--- config.mk ---
export PLATFORM = sky130hd
export DESIGN_NAME = saturating_pi_controller
export DESIGN_NICKNAME = d
export VERILOG_FILES = /design/src/sv/spc_pkg.sv /design/src/sv/saturating_pi_controller.sv /design/src/sv/spc_limit_div.sv
export SDC_FILE = /design/constraint.sdc
export NUM_CORES = 2
export LEC_CHECK = 0
export BUFFER_PORTS_ARGS = -buffer_cell sky130_fd_sc_hd__buf_2
export CORE_MARGIN = 5
export CORE_UTILIZATION = 33
export CTS_BUF_LIST = sky130_fd_sc_hd__clkbuf_16
export DETAILED_ROUTE_END_ITERATION = 6
export SLEW_MARGIN = 20
export SYNTH_ARGS = -nofsm -noshare
export SYNTH_HDL_FRONTEND = slang
export SYNTH_SLANG_ARGS = --single-unit
--- constraint.sdc ---
create_clock -name clk -period 11.6 [get_ports clk]
set_input_delay 3.48 -clock clk [delete_from_list [all_inputs] [get_ports clk]]
set_output_delay 3.48 -clock clk [all_outputs]
set_load 0.1 [all_outputs]
--- src/sv/spc_pkg.sv ---
// Shared types and constants for the saturating PI controller.
package spc_pkg;

    localparam int GAIN_W      = 8;
    localparam int SHIFT_W     = 5;
    localparam int LIMIT_W     = 30;
    localparam int ERR_W       = 32;
    localparam int ACC_W       = 63;
    localparam int ACC_LIMIT_W = 62;
    localparam int DIVIDEND_W  = LIMIT_W + (1 << SHIFT_W) - 1;
    localparam int CFG_IDX_W   = 3;
    localparam int CFG_DATA_W  = 32;

    localparam logic [GAIN_W-1:0]      PROP_GAIN_RESET   = 8'd1;
    localparam logic [GAIN_W-1:0]      INTEG_GAIN_RESET  = 8'd1;
    localparam logic [SHIFT_W-1:0]     INTEG_SHIFT_RESET = 5'd0;
    localparam logic [SHIFT_W-1:0]     ERROR_SHIFT_RESET = 5'd0;
    localparam logic [LIMIT_W-1:0]     LIMIT_RESET       = 30'h3FFF_FFFF;
    localparam logic [ACC_LIMIT_W-1:0] ACC_LIMIT_RESET   = 62'h3FFF_FFFF;
    localparam logic [ACC_LIMIT_W-1:0] ACC_LIMIT_ZERO_GAIN = {ACC_LIMIT_W{1'b1}};

    typedef enum logic [CFG_IDX_W-1:0] {
        REG_PROP_GAIN   = 3'd0,
        REG_INTEG_GAIN  = 3'd1,
        REG_INTEG_SHIFT = 3'd2,
        REG_ERROR_SHIFT = 3'd3,
        REG_PROP_LIMIT  = 3'd4,
        REG_INTEG_LIMIT = 3'd5
    } spc_reg_t;

    typedef struct packed {
        logic                  start;
        logic [DIVIDEND_W-1:0] dividend;
        logic [GAIN_W-1:0]     divisor;
    } spc_div_req_t;

endpackage

--- src/sv/saturating_pi_controller.sv ---
// Saturating PI controller: four-stage pipeline with anti-windup accumulator clamp.
// One request can be accepted per cycle while in_stall is low.
// A configuration write to registers 0 to 5 starts a bit-serial division of the accumulator
// limit (with zero integral gain the limit is set to all ones instead); requests and writes are held off meanwhile.
// Reset restores the register defaults, clears the accumulator and empties the pipeline.
module saturating_pi_controller (
    input  logic                               clk,
    input  logic                               rst_n,
    input  logic                               cfg_valid,
    output logic                               cfg_ready,
    input  logic [spc_pkg::CFG_IDX_W-1:0]      cfg_index,
    input  logic [spc_pkg::CFG_DATA_W-1:0]     cfg_data,
    input  logic                               in_valid,
    output logic                               in_stall,
    input  logic                               enable,
    input  logic signed [spc_pkg::ERR_W-1:0]   error_in,
    output logic                               out_valid,
    input  logic                               out_stall,
    output logic signed [31:0]                 drive,
    output logic signed [30:0]                 prop_term,
    output logic signed [30:0]                 integ_term
);
    import spc_pkg::*;

    logic [GAIN_W-1:0]      prop_gain_reg;
    logic [GAIN_W-1:0]      integ_gain_reg;
    logic [SHIFT_W-1:0]     integ_shift_reg;
    logic [SHIFT_W-1:0]     error_shift_reg;
    logic [LIMIT_W-1:0]     prop_limit_reg;
    logic [LIMIT_W-1:0]     integ_limit_reg;
    logic                   cfg_pending_reg;
    logic                   cfg_write;

    spc_div_req_t           div_req;
    logic                   div_busy;
    logic [ACC_LIMIT_W-1:0] acc_limit;

    logic                   s1_v_reg;
    logic                   s1_en_reg;
    logic signed [ERR_W-1:0] s1_err_reg;
    logic                   s2_v_reg;
    logic                   s2_en_reg;
    logic signed [ERR_W-1:0] s2_err_reg;
    logic signed [ACC_W-1:0] s2_sum_reg;
    logic                   s3_v_reg;
    logic signed [40:0]     s3_pprod_reg;
    logic signed [63:0]     s3_iprod_reg;
    logic                   s4_v_reg;
    logic signed [31:0]     drive_reg;
    logic signed [30:0]     prop_term_reg;
    logic signed [30:0]     integ_term_reg;
    logic signed [ACC_W-1:0] acc_reg;
    logic signed [ACC_W-1:0] acc_next;

    logic                   s1_rdy;
    logic                   s2_rdy;
    logic                   s3_rdy;
    logic                   s4_rdy;
    logic                   in_take;

    logic signed [ERR_W-1:0] err_sh;
    logic signed [63:0]     acc_wide;
    logic signed [63:0]     lim_wide;
    logic signed [63:0]     sum_wide;
    logic signed [63:0]     sum_cl;
    logic signed [40:0]     pprod;
    logic signed [63:0]     iprod;
    logic signed [40:0]     plim;
    logic signed [40:0]     pcl;
    logic signed [63:0]     ilim;
    logic signed [63:0]     ishift;
    logic signed [63:0]     icl;
    logic signed [31:0]     term_sum;

    // Configuration registers; every accepted write to registers 0 to 5 triggers a limit update.
    assign cfg_ready = !(cfg_pending_reg || div_busy);
    assign cfg_write = cfg_valid && cfg_ready;

    always_ff @(posedge clk or negedge rst_n)
    begin
        if (!rst_n)
        begin
            prop_gain_reg   <= PROP_GAIN_RESET;
            integ_gain_reg  <= INTEG_GAIN_RESET;
            integ_shift_reg <= INTEG_SHIFT_RESET;
            error_shift_reg <= ERROR_SHIFT_RESET;
            prop_limit_reg  <= LIMIT_RESET;
            integ_limit_reg <= LIMIT_RESET;
            cfg_pending_reg <= 1'b0;
        end
        else
        begin
            cfg_pending_reg <= 1'b0;
            if (cfg_write)
            begin
                unique case (cfg_index)
                    REG_PROP_GAIN:   prop_gain_reg   <= cfg_data[GAIN_W-1:0];
                    REG_INTEG_GAIN:  integ_gain_reg  <= cfg_data[GAIN_W-1:0];
                    REG_INTEG_SHIFT: integ_shift_reg <= cfg_data[SHIFT_W-1:0];
                    REG_ERROR_SHIFT: error_shift_reg <= cfg_data[SHIFT_W-1:0];
                    REG_PROP_LIMIT:  prop_limit_reg  <= cfg_data[LIMIT_W-1:0];
                    REG_INTEG_LIMIT: integ_limit_reg <= cfg_data[LIMIT_W-1:0];
                    default: ;
                endcase
                if (cfg_index <= REG_INTEG_LIMIT)
                begin
                    cfg_pending_reg <= 1'b1;
                end
            end
        end
    end

    always_comb
    begin
        div_req.start    = cfg_pending_reg;
        div_req.dividend = DIVIDEND_W'(integ_limit_reg) << integ_shift_reg;
        div_req.divisor  = integ_gain_reg;
    end

    spc_limit_div u_limit_div (
        .clk   (clk),
        .rst_n (rst_n),
        .req   (div_req),
        .busy  (div_busy),
        .limit (acc_limit)
    );

    // Pipeline flow control.
    assign s4_rdy   = !s4_v_reg || !out_stall;
    assign s3_rdy   = !s3_v_reg || s4_rdy;
    assign s2_rdy   = !s2_v_reg || s3_rdy;
    assign s1_rdy   = !s1_v_reg || s2_rdy;
    assign in_stall = !s1_rdy || cfg_pending_reg || div_busy;
    assign in_take  = in_valid && !in_stall;

    // Stage 1 to 2: scale the error and update the clamped accumulator.
    always_comb
    begin
        err_sh   = s1_err_reg >>> error_shift_reg;
        acc_wide = 64'(acc_reg);
        lim_wide = $signed({2'b00, acc_limit});
        sum_wide = acc_wide + 64'(err_sh);
        if (sum_wide >= lim_wide)
        begin
            sum_cl = lim_wide;
        end
        else if (sum_wide <= -lim_wide)
        begin
            sum_cl = -lim_wide;
        end
        else
        begin
            sum_cl = sum_wide;
        end
        acc_next = s1_en_reg ? sum_cl[ACC_W-1:0] : '0;
    end

    // Stage 2 to 3: the two gain multiplies.
    always_comb
    begin
        pprod = $signed({{9{s2_err_reg[ERR_W-1]}}, s2_err_reg})
              * $signed({33'b0, prop_gain_reg});
        iprod = $signed({s2_sum_reg[ACC_W-1], s2_sum_reg})
              * $signed({56'b0, integ_gain_reg});
    end

    // Stage 3 to 4: shift, clamp and form the drive.
    always_comb
    begin
        plim   = $signed({11'b0, prop_limit_reg});
        ilim   = $signed({34'b0, integ_limit_reg});
        ishift = s3_iprod_reg >>> integ_shift_reg;
        if (s3_pprod_reg > plim)
        begin
            pcl = plim;
        end
        else if (s3_pprod_reg < -plim)
        begin
            pcl = -plim;
        end
        else
        begin
            pcl = s3_pprod_reg;
        end
        if (ishift > ilim)
        begin
            icl = ilim;
        end
        else if (ishift < -ilim)
        begin
            icl = -ilim;
        end
        else
        begin
            icl = ishift;
        end
        term_sum = $signed({pcl[30], pcl[30:0]}) + $signed({icl[30], icl[30:0]});
    end

    always_ff @(posedge clk or negedge rst_n)
    begin
        if (!rst_n)
        begin
            s1_v_reg <= 1'b0;
            s2_v_reg <= 1'b0;
            s3_v_reg <= 1'b0;
            s4_v_reg <= 1'b0;
            acc_reg  <= '0;
        end
        else
        begin
            if (s1_rdy)
            begin
                s1_v_reg <= in_take;
            end
            if (s2_rdy)
            begin
                s2_v_reg <= s1_v_reg;
                if (s1_v_reg)
                begin
                    acc_reg <= acc_next;
                end
            end
            if (s3_rdy)
            begin
                s3_v_reg <= s2_v_reg;
            end
            if (s4_rdy)
            begin
                s4_v_reg <= s3_v_reg;
            end
        end
    end

    always_ff @(posedge clk)
    begin
        if (in_take)
        begin
            s1_en_reg  <= enable;
            s1_err_reg <= error_in;
        end
        if (s2_rdy && s1_v_reg)
        begin
            s2_en_reg  <= s1_en_reg;
            s2_err_reg <= s1_en_reg ? err_sh : '0;
            s2_sum_reg <= acc_next;
        end
        if (s3_rdy && s2_v_reg)
        begin
            s3_pprod_reg <= pprod;
            s3_iprod_reg <= iprod;
        end
        if (s4_rdy && s3_v_reg)
        begin
            prop_term_reg  <= pcl[30:0];
            integ_term_reg <= icl[30:0];
            drive_reg      <= -term_sum;
        end
    end

    assign out_valid  = s4_v_reg;
    assign drive      = drive_reg;
    assign prop_term  = prop_term_reg;
    assign integ_term = integ_term_reg;

    a_acc_in_limit: assert property (@(posedge clk) disable iff (!rst_n)
        (s2_v_reg && s2_en_reg) |-> (acc_wide <= lim_wide) && (acc_wide >= -lim_wide))
        else $error("accumulator outside its limit");

    a_prop_in_limit: assert property (@(posedge clk) disable iff (!rst_n)
        s4_v_reg |-> ($signed(prop_term_reg) <= $signed({1'b0, prop_limit_reg}))
                  && ($signed(prop_term_reg) >= -$signed({1'b0, prop_limit_reg})))
        else $error("proportional term outside its limit");

    a_cfg_holds_input: assert property (@(posedge clk) disable iff (!rst_n)
        (cfg_valid && cfg_ready && (cfg_index <= REG_INTEG_LIMIT)) |=> in_stall)
        else $error("request accepted while the limit is being updated");

endmodule

--- src/sv/spc_limit_div.sv ---
// Bit-serial divider that derives the accumulator limit from the configuration.
module spc_limit_div (
    input  logic                                clk,
    input  logic                                rst_n,
    input  spc_pkg::spc_div_req_t               req,
    output logic                                busy,
    output logic [spc_pkg::ACC_LIMIT_W-1:0]     limit
);
    import spc_pkg::*;

    localparam logic [5:0] DIV_STEPS = 6'(DIVIDEND_W);

    logic                      busy_reg;
    logic [5:0]                count_reg;
    logic [ACC_LIMIT_W-1:0]    limit_reg;
    logic [DIVIDEND_W-1:0]     dvd_reg;
    logic [DIVIDEND_W-1:0]     dvd_next;
    logic [GAIN_W-1:0]         rem_reg;
    logic [GAIN_W-1:0]         rem_next;
    logic [GAIN_W-1:0]         dsr_reg;
    logic [GAIN_W:0]           rem_shift;
    logic                      q_bit;

    // One restoring step: bring down the next dividend bit and try a subtraction.
    always_comb
    begin
        rem_shift = {rem_reg, dvd_reg[DIVIDEND_W-1]};
        q_bit     = (rem_shift >= {1'b0, dsr_reg});
        rem_next  = q_bit ? GAIN_W'(rem_shift - {1'b0, dsr_reg}) : rem_shift[GAIN_W-1:0];
        dvd_next  = {dvd_reg[DIVIDEND_W-2:0], q_bit};
    end

    always_ff @(posedge clk or negedge rst_n)
    begin
        if (!rst_n)
        begin
            busy_reg  <= 1'b0;
            count_reg <= '0;
            limit_reg <= ACC_LIMIT_RESET;
        end
        else if (req.start)
        begin
            if (req.divisor == '0)
            begin
                limit_reg <= ACC_LIMIT_ZERO_GAIN;
            end
            else
            begin
                busy_reg  <= 1'b1;
                count_reg <= DIV_STEPS;
            end
        end
        else if (busy_reg)
        begin
            count_reg <= count_reg - 6'd1;
            if (count_reg == 6'd1)
            begin
                busy_reg  <= 1'b0;
                limit_reg <= {1'b0, dvd_next};
            end
        end
    end

    always_ff @(posedge clk)
    begin
        if (req.start)
        begin
            dvd_reg <= req.dividend;
            rem_reg <= '0;
            dsr_reg <= req.divisor;
        end
        else if (busy_reg)
        begin
            dvd_reg <= dvd_next;
            rem_reg <= rem_next;
        end
    end

    assign busy  = busy_reg;
    assign limit = limit_reg;

endmodule

==> reports/qor.tcl <==
set qor(run_status) {finished, final reports clean}
set qor(ratio_of_cells_with_drive_above_1_in_the_final_layout) 0.0984
set qor(final_net_count) 9106
set qor(port_buffers) 167
set qor(use_met2) 0.301
set qor(maxClockFrequency_ghz) 0.0986
set qor(slew_headroom) 0.245
set qor(worst_pin_slew_ns) 1.13
set qor(cts_sinks) 627
set qor(die_h_um) 477
set qor(post_drt_wl_per_cell_um) 20.4
set qor(yosysTopAreaCellShare) 0.165
set qor(syn_area_um2) 72000
set qor(setup_viol) 0
set qor(syn-mean-instance-area_um2) 9.12
set qor(period_minus_slack_ns) 10.14
set qor(setup_repair_after_global_routing_missed_its_margin) {false}
set qor(clk_pin_slew_worst_paths_ns) 0.06
set qor(via_count) 58100
set qor(largest_register_ff_count) 64
set qor(worst-endpoint-arrival_ns) 10.53
set qor(number_of_antenna_violations_at_the_first_check_in_global_routing) 15
set qor(hold_class) {flop to flop}
set qor(hold_slack_final_ns) 0.474
set qor(worst_skew_pair.late_latency_ns) 0.73
set qor(firstDrtPassIters) 6
set qor(maxCapViolCount) 0
set qor(post_cts_buffers) 0
set qor(clock_tree.htree_level_count) 3
set qor(worstPathRequired_ns) 11.99
set qor(yosysMostFrequentCell) {sky130_fd_sc_hd__inv_1}
set qor(post_synth_most_frequent_cells) {sky130_fd_sc_hd__inv_1, sky130_fd_sc_hd__nand2_1, sky130_fd_sc_hd__ha_1}
set qor(synth_top_flop_cell) {sky130_fd_sc_hd__edfxtp_1}
set qor(part_of_the_yosys_area_used_for_sequential_elements) 0.247
set qor(critical_path_class) {flop to flop}
set qor(endpoint_kind) {flop}
set qor(place_congestion) 0.918
set qor(grt_use_total) 0.189
set qor(core_area_um2) 217000
set qor(synth.yosys.warnings) 0
set qor(fill_cells) 21900
set qor(grt_start_max_net_pins) 127
set qor(overflow) 0
set qor(rr_startpoint) {error_shift_reg[2]}
set qor(postCtsResizedCells) 0
set qor(ff2ff_path_depth) 29
set qor(finalHoldViolCount) 0
set qor(crit_fanout) 29
set qor(grt_pass1_vias) 57900
set qor(num_rows) 171
set qor(async_reset_ff_frac) 0.356
set qor(critical_path.startpoint) {error_shift_reg[2]}
set qor(boundaryPins) 170
set qor(startpoint_class) {flop}
set qor(die_x_um) 477
set qor(post-route-period-util) 0.874
set qor(netlist.top_cell.by_area) {sky130_fd_sc_hd__edfxtp_1}
set qor(netlist_top_cells_area) {sky130_fd_sc_hd__edfxtp_1, sky130_fd_sc_hd__fa_1, sky130_fd_sc_hd__ha_1, sky130_fd_sc_hd__inv_1, sky130_fd_sc_hd__and2_1}
set qor(grtUsageMet3) 0.0327
set qor(slew_violations) 0
set qor(fin_worst_skew_ns) 0.0644
set qor(post-route-cell-area_um2) 78300
set qor(die_outline_area_um2) 228000
set qor(max_stage_delay_ns) 0.85
set qor(reg2reg_setup_slack_ns) 1.46
set qor(synthCells) 7893
set qor(postSynthRegisterBits) 627
set qor(detail_route.wirelength_mm) 220
set qor(global_route.peak_usage_layer) {met2}
set qor(ant_nets_after_route) 0
set qor(post_cts_hold_buffer_count) 0
set qor(routed_via_density) 5.39
set qor(grtUsageMet1) 0.263
set qor(edff_count_synth) 396
set qor(grt_first_pass_wirelength_mm) 341
set qor(synth_cell_types) 104
set qor(initialDrtViolationCount) 4422
set qor(cp-endpoint) {s2_sum_reg[15]}
set qor(place.detailed.hpwl_mm) 175
set qor(cts_tree) {yes}
set qor(worst_path_max_delay_cell) {sky130_fd_sc_hd__dfrtp_1}
set qor(buffers_from_clock_root_to_sink_at_most) 3
set qor(critical_path.reg2reg.endpoint) {s2_sum_reg[15]}
set qor(crit_top_cell) {sky130_fd_sc_hd__o21ai_0}
set qor(tritoncts.num_buffers) 77
set qor(setup_tns_final_ns) 0
set qor(syn_to_final_growth_pct) 8.81
set qor(synth_nets) 9150
set qor(route.detailed.drc) 0
set qor(clockRootBuffer) {sky130_fd_sc_hd__clkbuf_16}
set qor(placedInstanceArea_um2) 75700
set qor(start_util) 0.331
set qor(post-route-util) 0.361
## cell type report
class | count | area [µm²] | area share
Clock buffer | 79 | 1980 | 0.0252
Timing Repair Buffer | 260 | 1570 | 0.0200
Sequential cell | 627 | 17800 | 0.227
Clock inverter | 65 | 638 | 0.00815
Inverter | 963 | 3620 | 0.0462
Multi-Input combinational cell | 5920 | 49200 | 0.628
Antenna cell | 4 | 10.0 | 0.000128
Tap cell | 2854 | 3570 | 0.0456
## worst max-delay path: cells and delay by family (launching register included)
family / cells / cell delay [ns]
AOI/OAI and AO/OA: 6 / 2.32
buffers and inverters: 4 / 1.44
muxes: 5 / 1.41
adders and majority gates: 2 / 0.76
and+or+nand+nor: 12 / 3.05
DFF: 1 / 0.85
## logic make-up (layout without fill, tap and decap cells)
kind of cell	Yosys count	in the layout	synth area share
buffers and inverters	1346	1367	0.0716
multiplexers	485	485	0.0821
flip-flops	627	627	0.247
AND/OR/NAND/NOR	2340	2340	0.160
other	0	4	0
adder cells (fa/ha/maj)	1184	1184	0.263
AO/OA/AOI/OAI	1606	1606	0.140
XOR/XNOR	305	305	0.0371
## per-stage QoR
stage / std cells / setup slack [ns]
after floorplan: 7893 / 0.614
after global placement: 10600 / 1.72
after detailed placement: 10600 / 1.68
after CTS: 10800 / 1.57
after global routing: 10800 / 0.838
final: 10800 / 1.46
## cells in the final DEF, fill, tap and decap left out, types with 69 or more instances in the layout
cell	instances
sky130_fd_sc_hd__inv_1	967
sky130_fd_sc_hd__nand2_1	798
sky130_fd_sc_hd__ha_1	635
sky130_fd_sc_hd__fa_1	549
sky130_fd_sc_hd__and2_1	523
sky130_fd_sc_hd__a21oi_1	453
sky130_fd_sc_hd__o21ai_0	438
sky130_fd_sc_hd__nor2_1	432
sky130_fd_sc_hd__edfxtp_1	396
sky130_fd_sc_hd__mux2i_1	262
sky130_fd_sc_hd__xnor2_1	239
sky130_fd_sc_hd__a21o_1	187
sky130_fd_sc_hd__buf_2	166
sky130_fd_sc_hd__mux2_2	153
sky130_fd_sc_hd__dfrtp_1	122
sky130_fd_sc_hd__nand4_1	109
sky130_fd_sc_hd__nand3_1	96
sky130_fd_sc_hd__nor3_1	93
sky130_fd_sc_hd__dfstp_2	92
sky130_fd_sc_hd__buf_4	91
sky130_fd_sc_hd__clkbuf_16	79
sky130_fd_sc_hd__mux4_2	69
## routing by layer
metal	up-vias	wire length, µm
li1	27000	-
met1	29000	100000
met2	1830	98500
met3	298	14600
met4	4	6270
met5	-	21
## worst min path at each step
| stage | from | to | cells after the start |
|---|---|---|---|
| after floorplan | integ_gain_reg[2] | u_limit_div.dsr_reg[2] | 0 |
| after global placement | u_limit_div.rem_reg[7] | u_limit_div.rem_reg[7] | 2 |
| after detailed placement | u_limit_div.rem_reg[7] | u_limit_div.rem_reg[7] | 2 |
| after CTS | u_limit_div.rem_reg[7] | u_limit_div.rem_reg[7] | 2 |
| after global routing | u_limit_div.rem_reg[7] | u_limit_div.rem_reg[7] | 2 |
| final | u_limit_div.rem_reg[7] | u_limit_div.rem_reg[7] | 2 |
Power is not shown: default switching activity piles up to over one toggle a cycle in this logic, so the estimate is an artifact.
